`config.mk`:
```
export PLATFORM = sky130hd
export DESIGN_NAME = crlf_line_framer
export DESIGN_NICKNAME = d
export VERILOG_FILES = /design/src/clf_pkg.sv /design/src/clf_ctrl.sv /design/src/clf_dp.sv /design/src/crlf_line_framer.sv
export SDC_FILE = /design/constraint.sdc
export NUM_CORES = 1
export LEC_CHECK = 0
export ABC_CLOCK_PERIOD_IN_PS = 2800
export BUFFER_PORTS_ARGS = -buffer_cell sky130_fd_sc_hd__buf_2
export CAP_MARGIN = 20
export CORE_ASPECT_RATIO = 2
export CORE_MARGIN = 1
export CORE_UTILIZATION = 56
export CTS_BUF_LIST = sky130_fd_sc_hd__clkbuf_16
export CTS_CLUSTER_DIAMETER = 150
export DETAILED_ROUTE_END_ITERATION = 10
export GPL_ROUTABILITY_DRIVEN = 0
export PLACE_DENSITY = 0.85
export SYNTH_ARGS = -nofsm -noshare
export SYNTH_HDL_FRONTEND = slang
export SYNTH_SLANG_ARGS = --single-unit
export TNS_END_PERCENT = 10
```
`constraint.sdc`:
```
create_clock -name clk_i -period 2.8 [get_ports clk_i]
set_input_delay 0.28 -clock clk_i [delete_from_list [all_inputs] [get_ports clk_i]]
set_output_delay 0.28 -clock clk_i [all_outputs]
set_load 0.005 [all_outputs]
```
`src/clf_pkg.sv`:
```
// package for the crlf line framer: sizes, character codes and control types
package clf_pkg;

  localparam int unsigned MaxLine = 64;
  localparam int unsigned CntW    = $clog2(MaxLine);
  localparam int unsigned ByteW   = 8;
  localparam int unsigned LenW    = 6;

  localparam logic [ByteW-1:0] CharCr = 8'h0D;
  localparam logic [ByteW-1:0] CharLf = 8'h0A;

  typedef struct packed {
    logic store;
    logic set_cr;
    logic clear;
    logic rd_clr;
    logic rd_inc;
    logic load_out;
  } clf_cmd_t;

  typedef struct packed {
    logic cr_pending;
    logic is_cr;
    logic is_lf;
    logic rd_last;
    logic out_free;
  } clf_stat_t;

endpackage

```
`src/clf_ctrl.sv`:
```
// controller for the crlf line framer: collect and emit sequencing
module clf_ctrl import clf_pkg::*; (
  input  logic      clk_i,
  input  logic      rst_ni,
  input  logic      rx_valid_i,
  output logic      rx_ready_o,
  input  clf_stat_t stat_i,
  output clf_cmd_t  cmd_o
);

  typedef enum logic [1:0] {
    StIdle,
    StFetch,
    StPush
  } state_e;

  state_e state_q, state_d;

  always_comb begin
    state_d    = state_q;
    cmd_o      = '0;
    rx_ready_o = 1'b0;
    case (state_q)
      StIdle: begin
        rx_ready_o = 1'b1;
        if (rx_valid_i) begin
          if (stat_i.cr_pending) begin
            if (stat_i.is_lf) begin
              cmd_o.rd_clr = 1'b1;
              state_d      = StFetch;
            end else begin
              cmd_o.clear = 1'b1;
            end
          end else if (stat_i.is_cr) begin
            cmd_o.set_cr = 1'b1;
          end else begin
            cmd_o.store = 1'b1;
          end
        end
      end
      StFetch: begin
        state_d = StPush;
      end
      StPush: begin
        if (stat_i.out_free) begin
          cmd_o.load_out = 1'b1;
          if (stat_i.rd_last) begin
            cmd_o.clear = 1'b1;
            state_d     = StIdle;
          end else begin
            cmd_o.rd_inc = 1'b1;
            state_d      = StFetch;
          end
        end
      end
      default: begin
        state_d = StIdle;
      end
    endcase
  end

  always_ff @(posedge clk_i or negedge rst_ni) begin
    if (!rst_ni) begin
      state_q <= StIdle;
    end else begin
      state_q <= state_d;
    end
  end

endmodule

```
`src/clf_dp.sv`:
```
// datapath for the crlf line framer: line store, counters and output register
module clf_dp import clf_pkg::*; (
  input  logic             clk_i,
  input  logic             rst_ni,
  input  logic [ByteW-1:0] rx_byte_i,
  input  clf_cmd_t         cmd_i,
  output clf_stat_t        stat_o,
  output logic             line_valid_o,
  input  logic             line_ready_i,
  output logic [ByteW-1:0] line_byte_o,
  output logic [LenW-1:0]  line_length_o,
  output logic             last_byte_o
);

  logic [ByteW-1:0] mem_q [MaxLine];
  logic [ByteW-1:0] rd_data_q;
  logic [CntW-1:0]  count_q, count_d;
  logic [CntW-1:0]  rd_idx_q, rd_idx_d;
  logic             cr_q, cr_d;
  logic             out_valid_q;
  logic [ByteW-1:0] out_byte_q;
  logic [LenW-1:0]  out_len_q;
  logic             out_last_q;
  logic             count_zero;
  logic [CntW:0]    rd_next;

  assign count_zero = (count_q == '0);
  assign rd_next    = {1'b0, rd_idx_q} + {{CntW{1'b0}}, 1'b1};

  assign stat_o.cr_pending = cr_q;
  assign stat_o.is_cr      = (rx_byte_i == CharCr);
  assign stat_o.is_lf      = (rx_byte_i == CharLf);
  assign stat_o.rd_last    = count_zero || (rd_next == {1'b0, count_q});
  assign stat_o.out_free   = !out_valid_q || line_ready_i;

  always_comb begin
    count_d  = count_q;
    cr_d     = cr_q;
    rd_idx_d = rd_idx_q;
    if (cmd_i.store) begin
      if (count_q == CntW'(MaxLine - 1)) begin
        count_d = '0;
      end else begin
        count_d = count_q + CntW'(1);
      end
    end
    if (cmd_i.set_cr) begin
      cr_d = 1'b1;
    end
    if (cmd_i.rd_clr) begin
      cr_d     = 1'b0;
      rd_idx_d = '0;
    end
    if (cmd_i.rd_inc) begin
      rd_idx_d = rd_next[CntW-1:0];
    end
    if (cmd_i.clear) begin
      count_d = '0;
      cr_d    = 1'b0;
    end
  end

  always_ff @(posedge clk_i or negedge rst_ni) begin
    if (!rst_ni) begin
      count_q     <= '0;
      cr_q        <= 1'b0;
      rd_idx_q    <= '0;
      out_valid_q <= 1'b0;
    end else begin
      count_q  <= count_d;
      cr_q     <= cr_d;
      rd_idx_q <= rd_idx_d;
      if (cmd_i.load_out) begin
        out_valid_q <= 1'b1;
      end else if (line_ready_i) begin
        out_valid_q <= 1'b0;
      end
    end
  end

  always_ff @(posedge clk_i) begin
    if (cmd_i.store) begin
      mem_q[count_q] <= rx_byte_i;
    end
    rd_data_q <= mem_q[rd_idx_q];
    if (cmd_i.load_out) begin
      out_byte_q <= count_zero ? '0 : rd_data_q;
      out_len_q  <= LenW'(count_q);
      out_last_q <= stat_o.rd_last;
    end
  end

  assign line_valid_o  = out_valid_q;
  assign line_byte_o   = out_byte_q;
  assign line_length_o = out_len_q;
  assign last_byte_o   = out_last_q;

endmodule

```
`src/crlf_line_framer.sv`:
```
// top level of the crlf line framer
//
//  channel | direction | handshake                  | payload
//  rx      | in        | rx_valid_i / rx_ready_o     | rx_byte_i
//  line    | out       | line_valid_o / line_ready_i | line_byte_o, line_length_o, last_byte_o
//
// a received byte is taken in the cycle it is offered while the framer is collecting
// a completed line is emitted item by item: a fetch state for the registered store read, then a push state
// rx_ready_o stays low from the lf until the last item of the line is in the output register
// a full output register stalls emission, and so the collection of the next line until its last item is loaded
// reset clears the count, cr flag, read index and output valid; the line store needs no clearing
module crlf_line_framer import clf_pkg::*; (
  input  logic             clk_i,
  input  logic             rst_ni,
  input  logic             rx_valid_i,
  output logic             rx_ready_o,
  input  logic [ByteW-1:0] rx_byte_i,
  output logic             line_valid_o,
  input  logic             line_ready_i,
  output logic [ByteW-1:0] line_byte_o,
  output logic [LenW-1:0]  line_length_o,
  output logic             last_byte_o
);

  clf_cmd_t  cmd;
  clf_stat_t stat;

  clf_ctrl u_ctrl (
    .clk_i      (clk_i),
    .rst_ni     (rst_ni),
    .rx_valid_i (rx_valid_i),
    .rx_ready_o (rx_ready_o),
    .stat_i     (stat),
    .cmd_o      (cmd)
  );

  clf_dp u_dp (
    .clk_i         (clk_i),
    .rst_ni        (rst_ni),
    .rx_byte_i     (rx_byte_i),
    .cmd_i         (cmd),
    .stat_o        (stat),
    .line_valid_o  (line_valid_o),
    .line_ready_i  (line_ready_i),
    .line_byte_o   (line_byte_o),
    .line_length_o (line_length_o),
    .last_byte_o   (last_byte_o)
  );

`ifndef ASSERT_OFF
  a_empty_line_zero: assert property (@(posedge clk_i) disable iff (!rst_ni)
    (line_valid_o && line_length_o == '0) |-> (line_byte_o == '0 && last_byte_o))
    else $error("empty line item malformed");

  a_cmd_exclusive: assert property (@(posedge clk_i) disable iff (!rst_ni)
    $countones({cmd.store, cmd.set_cr, cmd.rd_clr, cmd.load_out}) <= 1)
    else $error("conflicting datapath commands");

  a_no_load_while_full: assert property (@(posedge clk_i) disable iff (!rst_ni)
    (cmd.load_out && line_valid_o) |-> line_ready_i)
    else $error("output item overwritten");
`endif

endmodule

```
# Word-level counts from Yosys, hierarchy flattened
# Memory sizes are Yosys's and may differ from the RTL's. A register that Yosys moved wholly into a read port is not among the register bits.
# Cells that the tools add are included.
# W data, S select, Z words.
# op_classes
n_addsub,2
n_reduce_logical,10
muxes,34
n_eq_ne,10
# ops
operator,count
$mux W6,5
$mux W2,9
$mux W1,17
$eq A8 B4 Y1 const B,2
$add A6 B1 Y7 const B,1
$eq A7 B6 Y1,1
$add A6 B1 Y6 const B,1
$eq A6 B6 Y1 const B,1
$logic_not A6 Y1,1
$ne A2 B2 Y1 const B,3
$pmux W2 S3,1
$reduce_bool A2 Y1,3
$mux W4,1
$reduce_and A4 Y1,1
$reduce_bool A3 Y1,1
$eq A2 B1 Y1 const B,1
$eq A2 B2 Y1 const B,1
$logic_not A2 Y1,1
$logic_or A1 B1 Y1,2
$ne A2 B1 Y1 const B,1
$pmux W1 S2,1
$logic_not A1 Y1,1
# word_totals
memories,1
elab_cells,65
regBits,31
ramBits,512
# memory_table
memory,words,word_bits,rd,rd_ports_with_merged_regs,wr,line,rtl
u_dp.mem_q,64,8,1,1,1,clf_dp.sv:15,logic [ByteW-1:0] mem_q [MaxLine];

# Logic depth before layout (Yosys ltp)
# logic_depth
word_depth,8
mapped_depth,10
mapped_depth_nobuf,7

# Cells and area by module
# From an unflattened synthesis, not the netlist that was laid out.
# hier_totals
hier_cells,1097
hier_area_um2,21753.4
# by_module_without_submodules
mod,seq_area_each_um2,n_inst,area_each_um2,cells_each
clf_dp,16335.7,1,21590.7,1083
clf_ctrl,50.0,1,162.7,14

# Worst setup path after synthesis
# OpenSTA, ideal clock, no wires.
# synth_path
path_type,reg2reg
start,reg u_ctrl.state_q[1]
end,mem u_dp.mem_q[57][0] (enable)
path_buffers,0
t_arrival_ps,2205
slack_ps,224
setup_ps,371
synth_period_minus_slack_ps,2576
stages_incl_launch_ff,6
required_time_ps,2429
cell_sequence,dfrtp_1 -> or4b_1 -> a31oi_2 -> nor2b_1 -> nand3_1 -> nor2_1
# synth_between
elab_chain_len,4
# synth_lines
item,line,rtl
start: declaration,clf_ctrl.sv:17,"state_e state_q, state_d;"
start signal: assignment,clf_ctrl.sv:64,state_q <= StIdle;
start signal: assignment,clf_ctrl.sv:66,state_q <= state_d;
$logic_not A2 Y1,clf_ctrl.sv:23,case (state_q)
$mux W2,clf_ctrl.sv:23,
$mux W1,clf_dp.sv:82,if (cmd_i.store) begin
$mux W1 (not written as such),clf_dp.sv:83,mem_q[count_q] <= rx_byte_i;
end: declaration,clf_dp.sv:15,
# No other way between the ends.

# Final worst setup path
# layout_path
start,reg u_ctrl.state_q[1]
end,mem u_dp.mem_q[33][6] (enable)
# The elaborated chain is that of the path after synthesis.

==> results.yml <==
run_status:
  result_of_the_run: "complete, but fails checks"
  failed_checks: "negative setup slack"
power_and_ir_drop:
  cellLeakagePower_nw: 7.526
  power-per-cell-area_mw_per_mm2: 821.7
  worst_ir_drop_vdd_uv: 461.6
sta:
  clock.fmax_mhz: 347.8
  fin_worst_hold_slack_ps: 56.28
  slew_headroom: 0.4029
  postLayoutSetupSlackWorst_ps: -75.40
  timing_worst_slew_pin_value_ps: 892.4
  fin_crit_ps: 2875
  setup_viol_count_final: 17
  final.period_utilization: 1.027
  timing.final.hold_violations: 0
  fin_worst_skew_ps: 21.39
  grt_setup_unrepaired: "true"
  final_max_slew_violation_count: 0
synth:
  syn-instance-count: 1064
  synth.distinct_cells: 53
  syn_area_per_cell_um2: 20.25
  sequential_cell_area_fraction_in_the_yosys_report: 0.7604
  yosysWarnings: 0
  synth-edff-count: 527
  async_flop_share: 0.02904
  synth.area.top_cells: "edfxtp_1, mux4_2, dfrtp_1, nor2_1, mux2i_1"
  synth_top_cell_by_area: "edfxtp_1"
  ys_seq_elements: 551
  synth_fp_nets: 1079
  synthesis.area_mm2: 0.02155
  synth_top_area_share: 0.7344
  ys.flop_type: "edfxtp_1"
cts:
  cts_buffers: 41
  cts-root-buf: "clkbuf_16"
  tritoncts: "yes"
  clk_pin_slew_ps: 70
  clock_sink_count: 551
  insertion_delay_ps: 560
  post_cts.repair.setup_buffers: 0
  clockBufferDepth: 3
  cts-htree-levels: 2
floorplan:
  design.die.area_mm2: 0.03931
  die-height_um: 279.4
  floorplan.initialDensity: 0.5684
  core.rowCount: 101
  core_mm2: 0.03791
  chipWidth_um: 140.7
  io-pin-count: 29
global_route:
  first_global_vias: 11529
  globalRouteTotalUtil: 0.2718
  grt_start_max_net_pins: 68
  antenna_violations_before_repair: 2
  grt_pass1_wl_mm: 75.67
  grt.overflow.total: 0
finish:
  area_overhead_of_the_layout_relative_to_synthesis_pct: 12.39
  fin_util: 0.6388
  final_common_cell: "edfxtp_1"
  antenna_cells_inserted: 0
  layout.cells.most_common_list: "edfxtp_1, mux4_2, buf_4"
  layout_net_count: 1166
  final.fill_count: 2349
  fraction_of_layout_cells_with_a_size_suffix_above_1: 0.3049
  area.sequential_mm2: 0.01640
  multi_input_comb_area_mm2: 0.005017
detailed_routing:
  num_vias: 11163
  detail-route-antenna-nets: 0
  routed_wire_length_per_instance_um: 31.37
  avgViaCountPerCell: 6.778
  drt-initial-drc-count: 1131
  route.final.wire_length_mm: 51.67
  detail_route.drc_violations: 0
  firstDrtPassIters: 7
critical_path:
  critical_path_required_ps: 2980
  worstPathCellList: "or4b_1, a31oi_2, nor2b_1, nand3_1, nor2_1"
  critical-path-slowest-cell: "nor2_1"
  critPathBufInv: 0
  r2r.worst_path.cells: 5
  path_class: "flip-flop to flip-flop"
  slack_of_the_worst_reg_to_reg_path_ps: -80
  cp_slowest_stage_delay_ps: 720
  worst_setup_path_start_kind: "flip-flop"
  critical-path-top-delay-family: "simple AND/OR/NAND/NOR gates"
  worst_r2r_endpoint: "u_dp.mem_q[33][6]"
  critPathArrivalTime_ps: 3050
  worst-path-max-fanout: 8
  critical_path.endpoint_type: "flip-flop"
  crit-reg2reg-launch: "u_ctrl.state_q[1]"
placement:
  place.port_buffers: 28
  hpwl_mm: 32.86
min_path:
  hold_path_end: "u_dp.line_valid_o"
  worst_hold_path.num_cells: 3
  hold_path.class: "primary input to flip-flop"
  worst_hold_startpoint: "line_ready_i"
job:
  max-cap-violations: 0
## worst max path at each step
stage                            startpoint                 to  slack (ps)  cells after the start
final                     u_ctrl.state_q[1]  u_dp.mem_q[33][6]         -80                      5
after detailed placement  u_ctrl.state_q[1]   u_dp.mem_q[9][3]         -70                      6
after floorplan           u_ctrl.state_q[1]  u_dp.mem_q[57][0]         220                      5
after CTS                 u_ctrl.state_q[1]   u_dp.mem_q[9][7]        -140                      6
after global placement    u_ctrl.state_q[1]  u_dp.mem_q[26][5]          20                      6
after global routing      u_ctrl.state_q[1]  u_dp.mem_q[33][3]         -90                      5
## cells in the mapped netlist (4+ instances only)
| cell | count |
|---|---|
| edfxtp_1 | 527 |
| mux4_2 | 128 |
| nor2_1 | 87 |
| buf_2 | 26 |
| a22oi_1 | 23 |
| clkbuf_1 | 22 |
| a21oi_1 | 21 |
| nand2_1 | 21 |
| mux2i_1 | 20 |
| nor2b_1 | 18 |
| dfrtp_1 | 16 |
| o21ai_0 | 15 |
| and2_1 | 14 |
| a221oi_1 | 12 |
| nand3_1 | 9 |
| a211oi_1 | 8 |
| a22o_1 | 8 |
| dfxtp_1 | 8 |
| buf_1 | 7 |
| nand2b_1 | 7 |
| nand4_1 | 6 |
| xnor2_1 | 6 |
| xor2_1 | 5 |
| buf_6 | 4 |
| inv_1 | 4 |
## worst min-delay path: cells and delay by family
family                 cells  cell delay, ps
and+or+nand+nor            2             210
buffers and inverters      1              70
## sequential cells by signal (all words and copies together), names as in the netlist
register	flops
u_dp.line_valid_o	1
u_dp.count_q	6
u_dp.mem_q	512
u_dp.line_byte_o	8
u_dp.last_byte_o	1
u_dp.rd_idx_q	6
u_ctrl.state_q	2
u_dp.line_length_o	6
u_dp.cr_q	1
u_dp.rd_data_q	8
## per-layer routing
layer	global-route usage	wire [um]	vias to the layer above
met5	0	12	-
met1	0.2978	16230	5727
met3	0.03111	3568	192
met4	0.1865	4105	2
met2	0.4908	27760	710
li1	-	-	4532
## logic make-up after synthesis
logic type                 Yosys count  share of synthesized area
adders and majority gates            3                   0.001742
and+or+nand+nor                    183                    0.04152
muxes                              150                     0.1441
buffers and inverters               63                    0.01388
xor gates and xnor gates            11                   0.004471
DFF                                551                     0.7604
AOI/OAI and AO/OA                  103                    0.03385
## metrics by stage
| step | instances | setup slack (ps) | setup TNS, ps | instance area (um^2) | power (mW) |
|---|---|---|---|---|---|
| finish | 1647 | -75.40 | -1092 | 24220 | 19.90 |
| global route | 1647 | -93.67 | -1344 | 24220 | 20.41 |
| CTS | 1647 | -142.8 | -5368 | 24110 | 19.87 |
| detailed placement | 1570 | -67.50 | -1580 | 22660 | 13.82 |
| global placement | 1570 | 20.56 | 0 | 22660 | 13.72 |
| floorplan | 1064 | 224.2 | 0 | 21550 | 12.29 |
## power by group
| group | internal, mW | leakage (nW) | switching (mW) |
|---|---|---|---|
| Combinational | 1.99 | 1.81 | 2.38 |
| Clock | 3.29 | 0.698 | 2.83 |
| Sequential | 9.25 | 5.02 | 0.151 |
## timing repair
action | in CTS | in global routing
gates resized for setup | 16 | 39
pin swaps | 0 | 0
hold buffers | 1 | 0
cloned | 0 | 0
endpoints found under the hold margin | 16 | 0
endpoints found under the setup margin | 170 | 285
## layout make-up
type,count,area share
Sequential cell,551,0.6770
Inverter,4,0.0006200
Clock buffer,43,0.04443
Multi-Input combinational cell,450,0.2072
Tap cell,463,0.02392
Clock inverter,33,0.01307
Timing Repair Buffer,103,0.03379
Power figures use the tool's default switching activity.
